$ cat src/rtl/srfr_pkg.sv
// Package for the sensor reply frame receiver.
// Status codes, frame constants and the value range check; no dependencies.
package srfr_pkg;

  typedef enum logic [2:0] {
    ST_OK       = 3'd0,
    ST_CHECKSUM = 3'd1,
    ST_VALUE    = 3'd2,
    ST_ADDRESS  = 3'd3,
    ST_COMMAND  = 3'd4
  } status_e;

  typedef enum logic [0:0] {
    REG_START_BYTE = 1'b0,
    REG_DEV_ADDR   = 1'b1
  } reg_idx_e;

  localparam logic [3:0]  FrameLen     = 4'd12;
  localparam logic [7:0]  CmdMeasure   = 8'h01;
  localparam logic [30:0] ExpAllOnes   = 31'h7F80_0000;
  localparam logic [30:0] PosLimitMag  = 31'h453B_8000;
  localparam logic [30:0] NegLimitMag  = 31'h42C8_0000;

  typedef struct packed {
    logic        done;
    logic        addr_ok;
    logic        sum_ok;
    logic        cmd_ok;
    logic [31:0] value;
  } frame_info_t;

  function automatic logic value_invalid(input logic [31:0] bits);
    logic [30:0] mag;
    mag = bits[30:0];
    return (mag >= ExpAllOnes) || (!bits[31] && mag > PosLimitMag) ||
           (bits[31] && mag > NegLimitMag);
  endfunction

endpackage

$ cat src/rtl/srfr_collect.sv
// Frame collector: tracks frame position, running XOR checksum and fields.
// Depends on srfr_pkg.
module srfr_collect (
  input  logic                 clk_i,
  input  logic                 rst_ni,
  input  logic                 beat_i,
  input  logic [7:0]           rx_byte_i,
  input  logic [7:0]           start_byte_i,
  input  logic [7:0]           device_address_i,
  output srfr_pkg::frame_info_t info_o
);
  import srfr_pkg::*;

  logic       in_frame_q, in_frame_d;
  logic [3:0] count_q, count_d;
  logic [7:0] sum_q, sum_d;
  logic       addr_ok_q, addr_ok_d, cmd_ok_q, cmd_ok_d;
  logic [31:0] value_q, value_d;
  logic       last;

  assign last = in_frame_q && (count_q == FrameLen - 4'd1);

  always_comb begin
    in_frame_d = in_frame_q;
    count_d    = count_q;
    sum_d      = sum_q;
    addr_ok_d  = addr_ok_q;
    cmd_ok_d   = cmd_ok_q;
    value_d    = value_q;
    if (beat_i) begin
      if (!in_frame_q) begin
        if (rx_byte_i == start_byte_i) begin
          in_frame_d = 1'b1;
          count_d    = 4'd1;
          sum_d      = rx_byte_i;
        end
      end else if (last) begin
        in_frame_d = 1'b0;
        count_d    = 4'd0;
      end else begin
        count_d = count_q + 4'd1;
        sum_d   = sum_q ^ rx_byte_i;
        if (count_q == 4'd1) addr_ok_d = (rx_byte_i == device_address_i);
        if (count_q == 4'd2) cmd_ok_d = (rx_byte_i == CmdMeasure);
        if (count_q >= 4'd7) value_d = {value_q[23:0], rx_byte_i};
      end
    end
  end

  always_ff @(posedge clk_i or negedge rst_ni) begin
    if (!rst_ni) begin
      in_frame_q <= 1'b0;
      count_q    <= 4'd0;
    end else begin
      in_frame_q <= in_frame_d;
      count_q    <= count_d;
    end
  end

  always_ff @(posedge clk_i) begin
    sum_q     <= sum_d;
    addr_ok_q <= addr_ok_d;
    cmd_ok_q  <= cmd_ok_d;
    value_q   <= value_d;
  end

  always_comb begin
    info_o.done    = beat_i && last;
    info_o.addr_ok = addr_ok_q;
    info_o.sum_ok  = (sum_q == rx_byte_i);
    info_o.cmd_ok  = cmd_ok_q;
    info_o.value   = value_q;
  end
endmodule

$ cat src/rtl/sensor_reply_frame_receiver_core.sv
// Top level of the sensor reply frame receiver.
// Uses srfr_pkg and srfr_collect; holds config, judge and result register.
//
// One byte beat per cycle is taken while in_stall_o is low. A frame opens on the start byte and
// closes 11 beats later; the closing beat yields one result beat on the
// next cycle from the output register. Input stall follows only output
// stall while a result is held, so frames stream back to back.
module sensor_reply_frame_receiver_core (
  input  logic        clk_i,
  input  logic        rst_ni,
  input  logic        in_valid_i,
  output logic        in_stall_o,
  input  logic [7:0]  rx_byte_i,
  output logic        out_valid_o,
  input  logic        out_stall_i,
  output logic [2:0]  status_o,
  output logic [31:0] value_bits_o,
  output logic [31:0] error_total_o,
  input  logic        cfg_we_i,
  input  logic [0:0]  cfg_index_i,
  input  logic [7:0]  cfg_data_i
);
  import srfr_pkg::*;

  logic [7:0]  start_q, addr_q;
  logic        beat;
  frame_info_t info;
  logic        valid_q;
  status_e     status_q, status_d;
  logic [31:0] value_q, err_q, err_d;

  assign in_stall_o = valid_q && out_stall_i;
  assign beat       = in_valid_i && !in_stall_o;

  srfr_collect u_collect (
    .clk_i            (clk_i),
    .rst_ni           (rst_ni),
    .beat_i           (beat),
    .rx_byte_i        (rx_byte_i),
    .start_byte_i     (start_q),
    .device_address_i (addr_q),
    .info_o           (info)
  );

  always_comb begin
    err_d = err_q;
    priority if (!info.addr_ok) begin
      status_d = ST_ADDRESS;
    end else if (!info.sum_ok) begin
      status_d = ST_CHECKSUM;
      err_d    = err_q + 32'd1;
    end else if (!info.cmd_ok) begin
      status_d = ST_COMMAND;
    end else if (value_invalid(info.value)) begin
      status_d = ST_VALUE;
      err_d    = err_q + 32'd1;
    end else begin
      status_d = ST_OK;
    end
  end

  always_ff @(posedge clk_i or negedge rst_ni) begin
    if (!rst_ni) begin
      start_q <= 8'd6;
      addr_q  <= 8'd1;
      valid_q <= 1'b0;
      err_q   <= 32'd0;
    end else begin
      if (cfg_we_i) begin
        unique case (reg_idx_e'(cfg_index_i))
          REG_START_BYTE: start_q <= cfg_data_i;
          REG_DEV_ADDR:   addr_q  <= cfg_data_i;
          default: ;
        endcase
      end
      if (info.done) begin
        valid_q <= 1'b1;
        err_q   <= err_d;
      end else if (!out_stall_i) begin
        valid_q <= 1'b0;
      end
    end
  end

  always_ff @(posedge clk_i) begin
    if (info.done) begin
      status_q <= status_d;
      value_q  <= info.value;
    end
  end

  assign out_valid_o   = valid_q;
  assign status_o      = status_q;
  assign value_bits_o  = value_q;
  assign error_total_o = err_q;
endmodule

$ cat config.mk
export PLATFORM = sky130hd
export DESIGN_NAME = sensor_reply_frame_receiver_core
export DESIGN_NICKNAME = d
export VERILOG_FILES = /design/src/rtl/srfr_pkg.sv /design/src/rtl/srfr_collect.sv /design/src/rtl/sensor_reply_frame_receiver_core.sv
export SDC_FILE = /design/constraint.sdc
export NUM_CORES = 1
export LEC_CHECK = 0
export ABC_AREA = 1
export BUFFER_PORTS_ARGS = -buffer_cell sky130_fd_sc_hd__buf_4
export CORE_MARGIN = 5
export CORE_UTILIZATION = 40
export CTS_BUF_LIST = sky130_fd_sc_hd__clkbuf_4 sky130_fd_sc_hd__clkbuf_8
export CTS_CLUSTER_DIAMETER = 120
export DETAILED_ROUTE_END_ITERATION = 7
export MAX_ROUTING_LAYER = met4
export PLACE_DENSITY_LB_ADDON = 0.05
export REMOVE_ABC_BUFFERS = 1
export SLEW_MARGIN = 20
export SYNTH_ARGS = -nofsm -noshare
export SYNTH_HDL_FRONTEND = slang
export SYNTH_SLANG_ARGS = --single-unit
$ cat constraint.sdc
create_clock -name clk_i -period 11.9 [get_ports clk_i]
set_clock_uncertainty 0.15 [all_clocks]
set_input_delay 2.975 -clock clk_i [delete_from_list [all_inputs] [get_ports clk_i]]
set_output_delay 2.975 -clock clk_i [all_outputs]
set_load 0.02 [all_outputs]
==> results.rst <==
.. list-table::
   :header-rows: 1

   * - Metric
     - Value
   * - Portion of netlist area occupied by mux cells
     - 0%
   * - Final hold violation count
     - 0
   * - Worst Tran Pin Value
     - around 970 ps
   * - Share of the yosys chip area belonging to registers
     - 58.5%
   * - Met1 Routed Length
     - 6.81 mm
   * - Post-Synthesis Cell Area
     - between 0.006 and 0.007 mm^2
   * - Run status
     - complete, no violations
   * - PwrDens
     - roughly 130 mW/mm^2
   * - Total number of vias
     - 4,817
   * - Top Metal Used
     - met4
   * - Synthesized flop and latch total
     - approximately 130
   * - Number of slew-limit violations in the final report
     - 0
   * - Category of the worst setup path launch point
     - primary input
   * - Number of hold buffers added after cts
     - 0
   * - Endpoint arrival time on the critical path
     - 3350 ps
   * - Buffer cell driving the clock tree root
     - sky130_fd_sc_hd__clkbuf_8
   * - EDFF count, synth
     - 77
   * - Total gr overflow
     - 0
   * - Global-route wire length before repair
     - around 24 mm
   * - Post-CTS repair timing setup buffer count
     - 0
   * - Portion of the clock cycle consumed by the worst path in the final layout
     - between 50% and 60%
   * - Distinct cells, synth
     - 33
   * - Final RePlAce weighted congestion
     - about 0.92
   * - Max H-tree Level
     - 4
   * - Later-pin clock latency in the skew report
     - between 400 and 500 ps
   * - Leakage power
     - around 3.3 nW
   * - Post-route insts no fill
     - roughly 980
   * - Starting density of the core
     - 40.9%
   * - Layout-stage area growth over the synthesis result
     - 20.1%
   * - Minimum hold slack
     - about 330 ps
   * - Number of sinks handled by clock tree synthesis
     - between 100 and 150
   * - Drt pass-1 iters
     - 5
   * - MaxCap Viol Count
     - 0
   * - Antenna violations before repair
     - 0
   * - Async set-or-reset flop fraction in the synthesized netlist
     - between 40% and 50%
   * - Area fraction in compound gates after synthesis
     - under 10%
   * - Instance count of the mapped netlist
     - between 600 and 700
   * - Die height
     - 135 um
   * - Total of fill cells in the finished design
     - 1,498
   * - Post-layout nets
     - about 800
   * - Total negative setup slack
     - 0 ps
   * - Setup repair after global routing missed its margin
     - no
   * - Top achievable clock speed
     - about 150 MHz
   * - Adder-cell area share of the yosys netlist
     - 0.798%
   * - DRC marker count from the first detailed-route iteration
     - 360
   * - Cell with the most instances after synthesis
     - sky130_fd_sc_hd__nand2_1
   * - Vias in the first global route
     - roughly 4,800
   * - Parity-gate share of the synthesized area counting xor and xnor cells
     - under 10%
   * - Met2 layer wire length in the routed design
     - roughly 6.5 mm
   * - Max transition margin
     - 35.0%
   * - Dominant combinational cell family by area after synthesis
     - simple AND/OR/NAND/NOR gates
   * - Die area
     - 0.0183 mm^2
   * - Worst setup slack after placement
     - approximately 5400 ps
   * - Antenna diodes
     - 0
   * - Number of gates resized after cts
     - 0
   * - Finish-stage setup viols
     - 0
   * - Simple-gate area share of the yosys netlist
     - around 25%
   * - Worst endpoint required time
     - between 8000 and 9000 ps
   * - Reg clk slew, reported paths
     - approximately 80 ps
   * - Setup slack after layout
     - about 5400 ps
   * - Die outline width
     - 135 um
   * - Biggest fanout along the worst timing path
     - 2
   * - Mean routed wirelength per cell
     - 14.8 um
   * - Prevailing post-synth register cell
     - sky130_fd_sc_hd__edfxtp_1
   * - # placed instances
     - 944
   * - Post-DP HPWL
     - around 10 mm
   * - Max IR drop VDD
     - between 50 and 60 uV
   * - Buffers on Ports
     - 90
   * - Setup Crit Path Kind
     - in -> out
   * - Number of core rows
     - 45
   * - Number of remaining DRC errors
     - 0
   * - Proportion of netlist area held by the largest area contributor
     - between 30% and 40%
   * - Final routed wirelength across all metal layers
     - 14.4 mm
   * - Final Critical Period
     - around 6500 ps
   * - Total global-route track usage
     - 16.9%
   * - Classification of the worst-slack hold path
     - reg -> reg
   * - Leading cell types by count after synthesis
     - sky130_fd_sc_hd__nand2_1, sky130_fd_sc_hd__edfxtp_1, sky130_fd_sc_hd__inv_1
   * - Number of synthesis warnings
     - 0
   * - Maximum number of pins on one net before global-route repair
     - 55
   * - TritonCTS clock tree
     - yes
   * - Mean instance size in the synthesized netlist
     - 9.48 um^2
   * - Worst setup EP type
     - output port
   * - Most area-hungry cell type in the Yosys netlist
     - sky130_fd_sc_hd__edfxtp_1
   * - Via density
     - around 5
   * - Cell types with the largest area share after synthesis
     - sky130_fd_sc_hd__edfxtp_1, sky130_fd_sc_hd__dfrtp_1, sky130_fd_sc_hd__nand2_1
   * - Top Ports
     - 91
   * - Layout cell share with drive strength beyond 1
     - 18.7%
   * - Number of buffers created by CTS
     - 17
   * - Remaining antenna violation count after routing
     - 0
   * - Core region area
     - 0.0153 mm^2
   * - Number of buffers between clock root and the deepest sink
     - 2
   * - Met3 routed WL
     - between 700 and 800 um
==> report_power, final <==
part / switching [W] / internal [W]
sequential: 0.0000195 / 0.000506
combinational: 0.0000541 / 0.0000328
clock: 0.000195 / 0.000171
==> area by class of cell <==
type / count / area [um^2] / area share (%)
clock inverter: 15 / 146 / 1.94
inverter: 67 / 251 / 3.34
clock buffer: 17 / 234 / 3.11
tap: 211 / 264 / 3.51
multi-input combinational: 443 / 2270 / 30.1
timing repair buffer: 92 / 698 / 9.27
sequential: 131 / 3670 / 48.7
==> metrics by stage <==
step	utilization, %	instance area [um^2]	total power (W)
global placement	46.6	7130	0.000619
detailed placement	46.7	7150	0.000623
floorplan	-	6170	0.000588
global route	49.2	7530	0.00103
finish	49.2	7530	0.000978
CTS	49.2	7530	0.000990
==> final timing paths <==
kind / from / to / slack, ps / cells after the start
worst max-delay path: out_stall_i / in_stall_o / 5420 / 4
worst min-delay path: u_collect.value_q[10] / u_collect.value_q[18] / 330 / 0
worst max register to register: u_collect.in_frame_q / error_total_o[27] / 8710 / 8
worst min register to register: u_collect.value_q[10] / u_collect.value_q[18] / 330 / 0
max in group asynchronous: rst_ni / error_total_o[28] / 8640 / 1
min in group asynchronous: rst_ni / addr_q[1] / 2440 / 1
==> flip-flops by register name, indices dropped and copies added, names as in the netlist <==
| name | count |
|---|---|
| u_collect.value_q | 32 |
| u_collect.in_frame_q | 1 |
| u_collect.count_q | 4 |
| status_o | 3 |
| u_collect.cmd_ok_q | 1 |
| start_q | 8 |
| out_valid_o | 1 |
| addr_q | 8 |
| error_total_o | 32 |
| value_bits_o | 32 |
| u_collect.sum_q | 8 |
| u_collect.addr_ok_q | 1 |
==> critical path, cell delays in order <==
cell and delay, ps:
sky130_fd_sc_hd__buf_4 110, sky130_fd_sc_hd__nand2_1 70, sky130_fd_sc_hd__inv_1 50, sky130_fd_sc_hd__buf_4 150
==> cells in the final DEF, fill, tap and decap left out, drive strengths merged, types with 3 or more instances in the layout <==
| cell type | count |
|---|---|
| clkbuf | 17 |
| nor3 | 19 |
| nand4 | 41 |
| nand3 | 19 |
| xnor2 | 21 |
| o21ai | 30 |
| nand2 | 199 |
| ha | 4 |
| buf | 92 |
| clkinv | 4 |
| nor2 | 64 |
| edfxtp | 77 |
| xor2 | 27 |
| or2 | 4 |
| inv | 75 |
| nor4 | 4 |
| dfrtp | 51 |
| dfstp | 3 |
==> cells by family after synthesis <==
family / Yosys count
flops: 131
compound gates: 36
xor+xnor: 48
simple gates: 355
buf+inv: 87
fa+ha+maj: 4
==> per-layer routing <==
metal  global-route usage, %  up-vias
li1                        -     2365
met1                    22.6     2281
met2                    25.4      151
met3                    3.90       20
met4                    6.16        0
met5                       -        -
Note: power is estimated with default switching activity, not from simulation.
